`src/hw/rtl/nur_pkg.sv`:
```
// Shared types and constants of the not-recently-used replacement block.
// Used by nur_ctrl, nur_datapath and nur_replacement_policy; depends on nothing.
package nur_pkg;

  localparam int NumBlocks = 64;
  localparam int IdxW      = $clog2(NumBlocks);
  localparam int InIdxW    = 6;
  localparam int CfgW      = 16;
  localparam int ClassW    = 3;

  // The victim search looks at this many blocks in each cycle.
  localparam int Lanes     = 8;
  localparam int LaneW     = $clog2(Lanes);
  localparam int NumChunks = (NumBlocks + Lanes - 1) / Lanes;
  localparam int ChunkW    = (NumChunks > 1) ? $clog2(NumChunks) : 1;
  localparam int SnapN     = NumChunks * Lanes;
  localparam int KeyW      = ClassW + 2;

  localparam logic [CfgW-1:0] ClearIntervalReset = CfgW'(16);

  localparam logic [1:0] OpAccess     = 2'd0;
  localparam logic [1:0] OpReplace    = 2'd1;
  localparam logic [1:0] OpInvalidate = 2'd2;

  typedef struct packed {
    logic [1:0]        opcode;
    logic [InIdxW-1:0] block_index;
    logic              set_valid;
    logic              set_modified;
    logic [InIdxW-1:0] random_start;
  } in_item_t;

  typedef struct packed {
    logic [InIdxW-1:0] victim_index;
    logic              victim_was_free;
    logic [ClassW-1:0] victim_class;
  } out_item_t;

  typedef struct packed {
    logic access;
    logic inval;
    logic start;
    logic step;
    logic load;
  } ctrl_cmd_t;

  typedef struct packed {
    logic last_chunk;
    logic out_free;
  } dp_status_t;

endpackage

```
`src/hw/rtl/nur_ctrl.sv`:
```
// Controller of the replacement block: decodes items and sequences the
// victim search. Depends on nur_pkg.
module nur_ctrl (
  input  logic                clk_i,
  input  logic                rst_ni,
  input  logic                in_valid_i,
  input  logic [1:0]          opcode_i,
  input  nur_pkg::dp_status_t status_i,
  output logic                in_ready_o,
  output nur_pkg::ctrl_cmd_t  cmd_o
);
  import nur_pkg::*;

  localparam logic [1:0] SIdle = 2'd0;
  localparam logic [1:0] SScan = 2'd1;
  localparam logic [1:0] SDone = 2'd2;

  logic [1:0] state_q, state_d;
  logic       accept;

  assign in_ready_o = (state_q == SIdle);
  assign accept     = in_valid_i && in_ready_o;

  always_comb begin
    state_d = state_q;
    cmd_o   = '0;
    unique case (state_q)
      SIdle: begin
        if (accept) begin
          unique case (opcode_i)
            OpAccess:     cmd_o.access = 1'b1;
            OpInvalidate: cmd_o.inval  = 1'b1;
            OpReplace: begin
              cmd_o.start = 1'b1;
              state_d     = SScan;
            end
            default: ;
          endcase
        end
      end
      SScan: begin
        cmd_o.step = 1'b1;
        if (status_i.last_chunk) state_d = SDone;
      end
      SDone: begin
        // Wait until the output register can take the result.
        if (status_i.out_free) begin
          cmd_o.load = 1'b1;
          state_d    = SIdle;
        end
      end
      default: state_d = SIdle;
    endcase
  end

  always_ff @(posedge clk_i or negedge rst_ni) begin
    if (!rst_ni) begin
      state_q <= SIdle;
    end else begin
      state_q <= state_d;
    end
  end

  a_scan_ends: assert property (@(posedge clk_i) disable iff (!rst_ni)
    (state_q == SScan && status_i.last_chunk) |=> (state_q == SDone))
    else $error("search did not finish after the last chunk");

  a_load_only_free: assert property (@(posedge clk_i) disable iff (!rst_ni)
    cmd_o.load |-> status_i.out_free)
    else $error("result loaded over a pending one");

  a_start_leaves_idle: assert property (@(posedge clk_i) disable iff (!rst_ni)
    cmd_o.start |=> !in_ready_o)
    else $error("input taken during a victim search");

endmodule

```
`src/hw/rtl/nur_datapath.sv`:
```
// Datapath of the replacement block: block flags, access counter, interval
// register, chunked victim search and output register. Depends on nur_pkg.
module nur_datapath (
  input  logic                    clk_i,
  input  logic                    rst_ni,
  input  nur_pkg::ctrl_cmd_t      cmd_i,
  input  nur_pkg::in_item_t       in_item_i,
  input  logic                    cfg_valid_i,
  input  logic [nur_pkg::CfgW-1:0] cfg_data_i,
  input  logic                    out_ready_i,
  output nur_pkg::dp_status_t     status_o,
  output logic                    out_valid_o,
  output nur_pkg::out_item_t      out_item_o
);
  import nur_pkg::*;

  logic [NumBlocks-1:0] val_q, val_d, mod_q, mod_d, ref_q, ref_d;
  logic [CfgW-1:0]      cnt_q, cnt_d, cnt_inc, interval_q;

  logic [ClassW-1:0]    snap_q [SnapN];
  logic [ClassW-1:0]    snap_d [SnapN];
  logic [ChunkW-1:0]    chunk_q;

  logic [KeyW-1:0]      best_key_q, best_key_d;
  logic [IdxW-1:0]      best_idx_q, best_idx_d;
  logic [ClassW-1:0]    best_cls_q, best_cls_d;
  logic [IdxW-1:0]      rs_idx_q;
  logic [ClassW-1:0]    rs_cls_q;
  logic                 rs_hit_q;

  logic                 out_valid_q;
  out_item_t            out_q, out_d;

  logic [IdxW+InIdxW-1:0] blk_wide, rs_wide;
  logic [IdxW-1:0]      blk_idx, rs_idx;
  logic                 blk_in_range, rs_in_range;
  logic                 do_clear;

  assign blk_wide     = {{IdxW{1'b0}}, in_item_i.block_index};
  assign blk_idx      = blk_wide[IdxW-1:0];
  assign blk_in_range = blk_wide < (IdxW+InIdxW)'(NumBlocks);
  assign rs_wide      = {{IdxW{1'b0}}, in_item_i.random_start};
  assign rs_idx       = rs_wide[IdxW-1:0];
  assign rs_in_range  = rs_wide < (IdxW+InIdxW)'(NumBlocks);

  assign cnt_inc  = cnt_q + CfgW'(1);
  assign do_clear = cnt_inc >= interval_q;

  // Flag and counter updates for access and invalidate items.
  always_comb begin
    val_d = val_q;
    mod_d = mod_q;
    ref_d = ref_q;
    cnt_d = cnt_q;
    if (cmd_i.access) begin
      if (do_clear) begin
        ref_d = '0;
        cnt_d = '0;
      end else begin
        cnt_d = cnt_inc;
      end
      if (blk_in_range) begin
        ref_d[blk_idx] = 1'b1;
        val_d[blk_idx] = in_item_i.set_valid;
        mod_d[blk_idx] = in_item_i.set_modified;
      end
    end else if (cmd_i.inval) begin
      ref_d = '0;
      cnt_d = '0;
    end
  end

  // Snapshot of the flags; each search step consumes the lowest lanes and
  // shifts the rest down. Padding entries hold the largest key and never win.
  always_comb begin
    for (int i = 0; i < SnapN; i++) snap_d[i] = snap_q[i];
    if (cmd_i.start) begin
      for (int i = 0; i < SnapN; i++) snap_d[i] = {ClassW{1'b1}};
      for (int i = 0; i < NumBlocks; i++) snap_d[i] = {ref_q[i], mod_q[i], val_q[i]};
    end else if (cmd_i.step) begin
      for (int i = 0; i < SnapN; i++) begin
        if (i + Lanes < SnapN) snap_d[i] = snap_q[i+Lanes];
        else snap_d[i] = {ClassW{1'b1}};
      end
    end
  end

  // Invalid blocks get key zero, so the first invalid block wins outright;
  // valid blocks rank by class. Strict compare keeps the lowest index on ties.
  always_comb begin
    logic [KeyW-1:0]         key;
    logic [ChunkW+LaneW-1:0] lane_idx;
    best_key_d = best_key_q;
    best_idx_d = best_idx_q;
    best_cls_d = best_cls_q;
    key        = '0;
    lane_idx   = '0;
    if (cmd_i.start) begin
      best_key_d = {1'b1, {(KeyW-1){1'b0}}};
      best_idx_d = '0;
      best_cls_d = '0;
    end else if (cmd_i.step) begin
      for (int j = 0; j < Lanes; j++) begin
        key      = snap_q[j][0] ? {2'b01, snap_q[j]} : '0;
        lane_idx = {chunk_q, LaneW'(j)};
        if (key < best_key_d) begin
          best_key_d = key;
          best_idx_d = lane_idx[IdxW-1:0];
          best_cls_d = snap_q[j];
        end
      end
    end
  end

  // Final pick: random start wins a tie at the minimum when nothing is free.
  always_comb begin
    logic                   free;
    logic                   use_rs;
    logic [IdxW-1:0]        pick;
    logic [InIdxW+IdxW-1:0] pick_wide;
    free      = (best_key_q == '0);
    use_rs    = !free && rs_hit_q && (rs_cls_q == best_cls_q);
    pick      = use_rs ? rs_idx_q : best_idx_q;
    pick_wide = {{InIdxW{1'b0}}, pick};
    out_d.victim_index    = pick_wide[InIdxW-1:0];
    out_d.victim_was_free = free;
    out_d.victim_class    = best_cls_q;
  end

  always_ff @(posedge clk_i or negedge rst_ni) begin
    if (!rst_ni) begin
      val_q       <= '0;
      mod_q       <= '0;
      ref_q       <= '0;
      cnt_q       <= '0;
      interval_q  <= ClearIntervalReset;
      chunk_q     <= '0;
      out_valid_q <= 1'b0;
    end else begin
      val_q <= val_d;
      mod_q <= mod_d;
      ref_q <= ref_d;
      cnt_q <= cnt_d;
      if (cfg_valid_i) interval_q <= cfg_data_i;
      if (cmd_i.start) chunk_q <= '0;
      else if (cmd_i.step) chunk_q <= chunk_q + ChunkW'(1);
      if (cmd_i.load) out_valid_q <= 1'b1;
      else if (out_ready_i) out_valid_q <= 1'b0;
    end
  end

  always_ff @(posedge clk_i) begin
    for (int i = 0; i < SnapN; i++) snap_q[i] <= snap_d[i];
    best_key_q <= best_key_d;
    best_idx_q <= best_idx_d;
    best_cls_q <= best_cls_d;
    if (cmd_i.start) begin
      rs_idx_q <= rs_idx;
      rs_hit_q <= rs_in_range;
      rs_cls_q <= {ref_q[rs_idx], mod_q[rs_idx], val_q[rs_idx]};
    end
    if (cmd_i.load) out_q <= out_d;
  end

  assign status_o.last_chunk = (chunk_q == ChunkW'(NumChunks - 1));
  assign status_o.out_free   = !out_valid_q || out_ready_i;
  assign out_valid_o         = out_valid_q;
  assign out_item_o          = out_q;

  a_load_shows: assert property (@(posedge clk_i) disable iff (!rst_ni)
    cmd_i.load |=> out_valid_q)
    else $error("loaded result not presented");

  a_inval_clears: assert property (@(posedge clk_i) disable iff (!rst_ni)
    cmd_i.inval |=> (ref_q == '0 && cnt_q == '0))
    else $error("invalidate left referenced bits or count");

  a_access_marks: assert property (@(posedge clk_i) disable iff (!rst_ni)
    (cmd_i.access && blk_in_range) |=> ref_q[$past(blk_idx)])
    else $error("accessed block not marked referenced");

  a_free_class: assert property (@(posedge clk_i) disable iff (!rst_ni)
    (out_valid_q && out_q.victim_was_free) |-> !out_q.victim_class[0])
    else $error("free victim reported as valid");

endmodule

```
`src/hw/rtl/nur_replacement_policy.sv`:
```
// Top level of the not-recently-used replacement block.
// Instantiates nur_ctrl and nur_datapath; depends on nur_pkg.
//
//   channel   direction   handshake                  payload
//   cfg       in          cfg_valid_i / cfg_ready_o  cfg_data_i (clear interval)
//   in        in          in_valid_i / in_ready_o    in_item_i (nur_pkg::in_item_t)
//   out       out         out_valid_o / out_ready_i  out_item_o (nur_pkg::out_item_t)
//
// Access and invalidate items finish in the cycle they are accepted.
// A replace item snapshots the flags, searches, then waits for a free output
// register; the victim search walks the snapshot eight blocks a cycle.
// The next item is taken once the result sits in the output register, even
// while out_ready_i is low; a second result waits until the first is taken.
// Reset clears all flags and the counter at once; no clearing pass is needed.
module nur_replacement_policy (
  input  logic                     clk_i,
  input  logic                     rst_ni,
  input  logic                     cfg_valid_i,
  output logic                     cfg_ready_o,
  input  logic [nur_pkg::CfgW-1:0] cfg_data_i,
  input  logic                     in_valid_i,
  output logic                     in_ready_o,
  input  nur_pkg::in_item_t        in_item_i,
  output logic                     out_valid_o,
  input  logic                     out_ready_i,
  output nur_pkg::out_item_t       out_item_o
);
  import nur_pkg::*;

  ctrl_cmd_t  cmd;
  dp_status_t status;

  assign cfg_ready_o = 1'b1;

  nur_ctrl u_ctrl (
    .clk_i      (clk_i),
    .rst_ni     (rst_ni),
    .in_valid_i (in_valid_i),
    .opcode_i   (in_item_i.opcode),
    .status_i   (status),
    .in_ready_o (in_ready_o),
    .cmd_o      (cmd)
  );

  nur_datapath u_datapath (
    .clk_i       (clk_i),
    .rst_ni      (rst_ni),
    .cmd_i       (cmd),
    .in_item_i   (in_item_i),
    .cfg_valid_i (cfg_valid_i),
    .cfg_data_i  (cfg_data_i),
    .out_ready_i (out_ready_i),
    .status_o    (status),
    .out_valid_o (out_valid_o),
    .out_item_o  (out_item_o)
  );

endmodule
```
`config.mk`:
```
export PLATFORM = sky130hd
export DESIGN_NAME = nur_replacement_policy
export DESIGN_NICKNAME = d
export VERILOG_FILES = /design/src/hw/rtl/nur_pkg.sv /design/src/hw/rtl/nur_ctrl.sv /design/src/hw/rtl/nur_datapath.sv /design/src/hw/rtl/nur_replacement_policy.sv
export SDC_FILE = /design/constraint.sdc
export NUM_CORES = 1
export LEC_CHECK = 0
export BUFFER_PORTS_ARGS = -buffer_cell sky130_fd_sc_hd__buf_2
export CORE_MARGIN = 8
export CORE_UTILIZATION = 59
export DETAILED_ROUTE_END_ITERATION = 8
export GPL_ROUTABILITY_DRIVEN = 0
export GPL_TIMING_DRIVEN = 1
export PLACE_DENSITY = 0.84
export SLEW_MARGIN = 25
export SYNTH_ARGS = -nofsm -noshare
export SYNTH_HDL_FRONTEND = slang
export SYNTH_SLANG_ARGS = --single-unit
```
`constraint.sdc`:
```
create_clock -name clk_i -period 13.2 [get_ports clk_i]
set_input_delay 3.96 -clock clk_i [delete_from_list [all_inputs] [get_ports clk_i]]
set_output_delay 3.96 -clock clk_i [all_outputs]
set_load 0.02 [all_outputs]
```
==> results.md, run 1 <==
- Syn avg cell area: 11.3 sq um
- Core area: 36,600 sq um
- Syn Inst Count: 1,946
- Longest Clk Path Bufs: 3
- Synthesized Nets: 2,013
- Starting Density: 0.600
- Initial antenna violation count: 3
- Sequential share of the synthesized area: 0.563
- Insertion delay to the later sink of the worst-skew pair: 560 ps
- Largest family of logic cells by synthesized area: simple AND/OR/NAND/NOR gates
- Clock-pin transition on the worst setup and hold timing paths: 60 ps
- #FFs+latches synth: 455
- Die X: 209 um
- Die ar.: 43,700 sq um
- Most used cell, CP: ha_1
- Placed Area: 22,500 sq um
- Share of flip-flops with an asynchronous set or reset: 0.505
- Drt wl/cell: 21.8 um
- Setup crit end kind: flip-flop
- Die Span Y: 209 um
- Post-Synthesis Cell Area: 22,000 sq um
- Gr ovfl total: 0
- Non-Filler Instances: 2,469
- Mux cell area share after synthesis: 0.145
- DR DRC count: 0
- Vias: 15,300
- # clock sinks: 455
- Clock root buffer: clkbuf_16
- Final setup vio count: 0
- Ys flop type: dfrtp_1
- First-pass GRT wire length: 84,500 um
- Count of input and output buffers: 48
- Worst slew pin tran: 1030 ps
- Status: completed
- Vias/cell: 6.22
- Minimum hold slack: 491 ps
- Max-capacitance violation count: 0
- Ratio of cells with drive above 1 in the final layout: 0.207
- Final period utilization: 0.956
- CP Launch Type: flip-flop
- Slew Viols, Final: 0
- H-tree levels: 2
- Area Overhead vs Synth: 10.2%
- Final Hold Fails: 0
- NumNets Final: 2,027
- Via count of the first global-routing pass: 15,600
- Complex-gate fraction of the synthesized area: 0.0785
- Drt total wl: 53,800 um
- Routed Antenna Nets: 0
- Worst hold path class: reg -> reg
- Crit path arrival time: 13,030 ps
- Synth unique cells: 86
- Slowest stage delay, CP: 480 ps
- Post-synthesis xor/xnor area fraction: 0.00678
- I/O pin count: 50
- Fin crit period: 12,620 ps
- Gr usage total: 0.240
- Critical Path RT: 13,610 ps
- Placed Cells: 2,370
- EDFF count, synth: 211
- Highest clock rate: 0.0793 GHz
- Crit path kind: reg -> reg
- Simple-gate portion of the synthesized area: 0.163
- Drt pass-1 iters: 8
- CTS Buf Count: 45
- Initial drt markers: 1,737
- CTS tree: built
- Num rows: 70
- Slowest CP cell: edfxtp_1
- DPL Wire Length: 33,300 um
- Fin area: 24,200 sq um
- Synth Area in Adders: 0.0171
- Layout Skew: 19.6 ps
- Slew Limit Headroom: 0.314
- Synth warnings: 0
- Pin count of the biggest net entering global routing: 109
- Crit-path max FO: 13
==> synth_stat cells (10+ instances only) <==
cell,instances,share of area
nand2_1,594,0.10
dfrtp_1,229,0.26
edfxtp_1,211,0.29
mux2_2,138,0.071
nor2_1,94,0.016
clkbuf_1,88,0.015
a21o_1,82,0.028
mux4_2,63,0.065
o21ai_0,37,0.0084
or2_2,33,0.0094
inv_1,32,0.0055
ha_1,30,0.017
a21oi_1,28,0.0064
nand2b_1,27,0.0077
nand3_1,23,0.0052
mux2i_1,17,0.0077
dfxtp_1,14,0.013
and3_1,12,0.0034
buf_1,10,0.0017
==> layer usage <==
layer  vias up  part of all wire  track usage
li1       6844                 -            -
met1      7560              0.37        0.289
met2       772              0.51        0.424
met3       173             0.067       0.0323
met4         0             0.048        0.115
met5         -                 0            0
==> repair_timing <==
| action | in CTS | in global routing |
|---|---|---|
| setup buffers | 0 | 11 |
| hold buffers | 0 | 0 |
| pin swaps | 0 | 1 |
| gates resized for setup | 1 | 13 |
| endpoints found under the setup margin | 10 | 13 |
==> registers in the layout, summed over array words and instances, names as in the netlist <==
register / cells
u_datapath.snap_q: 192
u_datapath.mod_q: 64
u_datapath.ref_q: 64
u_datapath.val_q: 64
u_datapath.cnt_q: 16
u_datapath.interval_q: 16
u_datapath.out_item_o: 10
u_datapath.best_idx_q: 6
u_datapath.rs_idx_q: 6
u_datapath.best_key_q: 5
u_datapath.best_cls_q: 3
u_datapath.chunk_q: 3
u_datapath.rs_cls_q: 3
u_ctrl.state_q: 2
u_datapath.out_valid_o: 1
==> worst max-delay path, delay by kind of cell (launching register included) <==
family | cells | cell delay, ps
compound gates | 26 | 5590
fa+ha+maj | 8 | 2770
simple gates | 12 | 2730
mux | 3 | 620
flops | 1 | 480
buf+inv | 4 | 270
==> cell type report <==
class | instances | area (sq um)
antenna | 4 | 10.0
clock buffer | 66 | 1350
clock inverter | 18 | 186
fill | 2516 | 12400
inverter | 33 | 131
multi-input combinational | 1351 | 9080
sequential | 455 | 12400
tap | 468 | 586
timing repair buffer | 74 | 478
==> final timing paths <==
kind	startpoint	endpoint	slack (ps)	depth (start not counted)
setup / recovery	u_datapath.snap_q[0][0]	u_datapath.best_idx_q[4]	580	53
hold / removal	u_datapath.best_idx_q[0]	u_datapath.best_idx_q[0]	490	2
setup reg to reg	u_datapath.snap_q[0][0]	u_datapath.best_idx_q[4]	580	53
hold reg to reg	u_datapath.best_idx_q[0]	u_datapath.best_idx_q[0]	490	2
max in group asynchronous	rst_ni	u_datapath.val_q[2]	8400	2
min in group asynchronous	rst_ni	u_datapath.ref_q[61]	3390	1
==> per-stage QoR <==
stage / setup WS [ps] / setup TNS [ps] / util
floorplan: 1600 / 0 / -
global placement: 655 / 0 / 0.614
detailed placement: -99.1 / -353 / 0.615
CTS: 11.9 / 0 / 0.657
global route: -69.3 / -281 / 0.661
finish: 584 / 0 / 0.661
==> logic make-up (layout without fill, tap and decap cells) <==
family                   Yosys count  count (layout)
multiplexers                     222             222
XOR/XNOR                          17              17
buffers and inverters            140             191
AO/OA/AOI/OAI                    235             235
other                              1               5
adder cells (fa/ha/maj)           30              30
AND/OR/NAND/NOR                  846             846
flip-flops                       455             455
==> cells in the final DEF (no fill, tap or decap), types with 9 or more instances in the layout <==
cell       count
mux2_2       138
a21o_1        82
mux2i_1       16
or3_1          9
or2_2         33
o21ai_0       35
a21oi_1       26
nor2_1        94
o21ai_1       11
nand3_1       23
clkbuf_16     48
inv_1         31
clkbuf_1      10
nand2b_1      27
ha_1          29
nand2_1      593
and3_1        12
xor2_1         9
buf_2         45
dfrtp_1      229
buf_4         25
edfxtp_1     211
mux4_2        63
dfxtp_1       14
nor3_1         9
Power of run 1 is left out: the tool's default activity adds up to more than one toggle a clock period on the data nets, which glitch-free logic cannot reach.
==> run 2, diff against run 1 <==
--- a/config.mk
+++ b/config.mk
@@ -6,7 +6,7 @@
 export NUM_CORES = 1
 export LEC_CHECK = 0
 export BUFFER_PORTS_ARGS = -buffer_cell sky130_fd_sc_hd__buf_2
-export CORE_MARGIN = 8
+export CORE_MARGIN = 2
 export CORE_UTILIZATION = 59
 export DETAILED_ROUTE_END_ITERATION = 8
 export GPL_ROUTABILITY_DRIVEN = 0
==> run 2 against run 1 <==
  * Worst hold slack lost 11 ps
  * Highest routed layer unchanged
  * Critical endpoint is now u_datapath.best_cls_q[2]
  * Sequential share of layout area is 0.34 points higher
  * Critical path type unchanged
  * Utilization is 0.43 points lower
  * Clock-buffer cell count up 3
==> results.md, run 2 (synthesis results as in run 1) <==
- Status: completed (unchanged)
- Core area: 36,600 sq um (unchanged)
- Cells on Worst Hold Path: 2 (unchanged)
- CTS Buf Count: 44 (was 45)
- Final setup vio count: 0 (unchanged)
- Max-capacitance violation count: 0 (unchanged)
- Gr usage total: 0.274 (was 0.240)
- DPL Wire Length: 32,800 um (was 33,300 um)
- Slew Viols, Final: 0 (unchanged)
- Die Span Y: 197 um (was 209 um)
- Slew Limit Headroom: 0.388 (was 0.314)
- Most used cell, CP: ha_1 (unchanged)
- I/O pin count: 50 (unchanged)
- Longest Clk Path Bufs: 3 (unchanged)
- Vias/cell: 6.13 (was 6.22)
- Crit path arrival time: 12,830 ps (was 13,030 ps)
- R2R depth: 54 (was 53)
- Layout Skew: 17.5 ps (was 19.6 ps)
- Vias: 15,100 (was 15,300)
- Final period utilization: 0.940 (was 0.956)
- Starting Density: 0.600 (unchanged)
- First-pass GRT wire length: 83,200 um (was 84,500 um)
- Register Area: 12,400 sq um (unchanged)
- Most common cell after layout, fill and taps aside: nand2_1 (unchanged)
- Drt pass-1 iters: 6 (was 8)
- Via count of the first global-routing pass: 15,400 (was 15,600)
- Ratio of cells with drive above 1 in the final layout: 0.201 (was 0.207)
- # clock sinks: 455 (unchanged)
- Drt wl/cell: 21.2 um (was 21.8 um)
- Clock-pin transition on the worst setup and hold timing paths: 60 ps (about the same)
- Fin crit period: 12,410 ps (was 12,620 ps)
- Die X: 197 um (was 209 um)
- Setup crit end kind: flip-flop (unchanged)
- Num rows: 70 (unchanged)
- Non-Filler Instances: 2,457 (was 2,469)
- DR DRC count: 0 (unchanged)
- CP Launch Type: flip-flop (unchanged)
- Die ar.: 38,800 sq um (was 43,700 sq um)
- Routed Antenna Nets: 0 (unchanged)
- Crit path kind: reg -> reg (unchanged)
- Largest Register: u_datapath.snap_q (unchanged)
- Worst hold path class: reg -> reg (unchanged)
- RSZ-0062 raised after global routing: false
- Filler instances: 2,556 (was 2,516)
- Crit-path max FO: 11 (was 13)
- Final Hold Fails: 0 (unchanged)
- Slowest stage delay, CP: 440 ps (was 480 ps)
- Clock root buffer: clkbuf_16 (unchanged)
- Pin count of the biggest net entering global routing: 201 (was 109)
- Worst slew pin tran: 914 ps (was 1030 ps)
- Count of input and output buffers: 48 (unchanged)
- H-tree levels: 2 (unchanged)
- NumNets Final: 2,019 (was 2,027)
- CTS tree: built (unchanged)
- Gr ovfl total: 0 (unchanged)
- Commonest non-fill, non-tap cells in the layout: 593 x nand2_1, 229 x dfrtp_1, 211 x edfxtp_1, 138 x mux2_2, 94 x nor2_1 (unchanged)
- Multi-input logic area: 9080 sq um (about the same)
- Max reg flops: 192 (unchanged)
- Initial antenna violation count: 1 (was 3)
- Placed Cells: 2,369 (was 2,370)
- Insertion delay to the later sink of the worst-skew pair: 550 ps (was 560 ps)
- Slowest CP cell: edfxtp_1 (unchanged)
- Drt total wl: 52,100 um (was 53,800 um)
- Critical Path RT: 13,630 ps (was 13,610 ps)
- Initial drt markers: 1,591 (was 1,737)
- Highest clock rate: 0.0806 GHz (was 0.0793 GHz)
- Area Overhead vs Synth: 9.44% (was 10.2%)
-- run 2: cell types whose count changed in the layout (fill, tap and decap cells not counted), sizes merged --
cell    previous run  this run
buf               74        67
inv               36        33
clkinv            12        11
bufinv             3         2
diode              4         1
clkbuf            66        69
-- run 2: area by class of cell --
cell class                      count  area share
Antenna cell                        1    0.000104
Clock buffer                       69      0.0552
Timing Repair Buffer               67      0.0174
Sequential cell                   455       0.515
Tap cell                          468      0.0244
Clock inverter                     13     0.00505
Inverter                           33     0.00547
Multi-Input combinational cell   1351       0.378
-- run 2: worst max-delay path, delay by kind of cell, from the launching register on --
kind	cells	cell delay, ps
buffers and inverters	5	370
AOI/OAI and AO/OA	25	5370
and+or+nand+nor	11	2340
adders and majority gates	8	2540
DFF	1	440
muxes	5	1190
-- run 2: worst paths after layout --
check                                      endpoint                      from  slack (ps)
min reg2reg                u_datapath.best_idx_q[2]  u_datapath.best_idx_q[2]         480
max                        u_datapath.best_cls_q[2]   u_datapath.snap_q[0][0]         790
min                        u_datapath.best_idx_q[2]  u_datapath.best_idx_q[2]         480
min in group asynchronous      u_datapath.ref_q[63]                    rst_ni        3340
max reg2reg                u_datapath.best_cls_q[2]   u_datapath.snap_q[0][0]         790
max in group asynchronous  u_datapath.interval_q[7]                    rst_ni        8610
-- run 2: what timing repair did --
item | 4_1_cts | 5_1_grt
hold buffers | 0 | 0
pin swaps | 0 | 2
setup buffers | 0 | 5
endpoints found under the setup margin | 6 | 13
gates cloned | 0 | 0
gates resized for setup | 1 | 10
-- run 2: per-layer routing --
layer,GRT usage,routed length [um],part of all wire,vias to the layer above
li1,-,-,-,6832
met1,0.346,19700,0.38,7409
met2,0.474,26600,0.51,663
met3,0.0366,3310,0.064,148
met4,0.127,2470,0.047,0
met5,0,0,0,-
-- run 2: metrics by stage --
stage / worst slack, ps / area, sq um / TNS, ps / hold WS [ps] / utilization
4_1_cts: 42.3 / 23900 / 0 / 479 / 0.654
6_report: 792 / 24000 / 0 / 480 / 0.657
3_3_place_gp: 685 / 22500 / 0 / 461 / 0.614
5_1_grt: 17.2 / 24000 / 0 / 517 / 0.657
2_1_floorplan: 1600 / 22000 / 0 / 429 / -
3_5_place_dp: -72.5 / 22500 / -201 / 480 / 0.614
Power of run 2 is left out for the same reason.
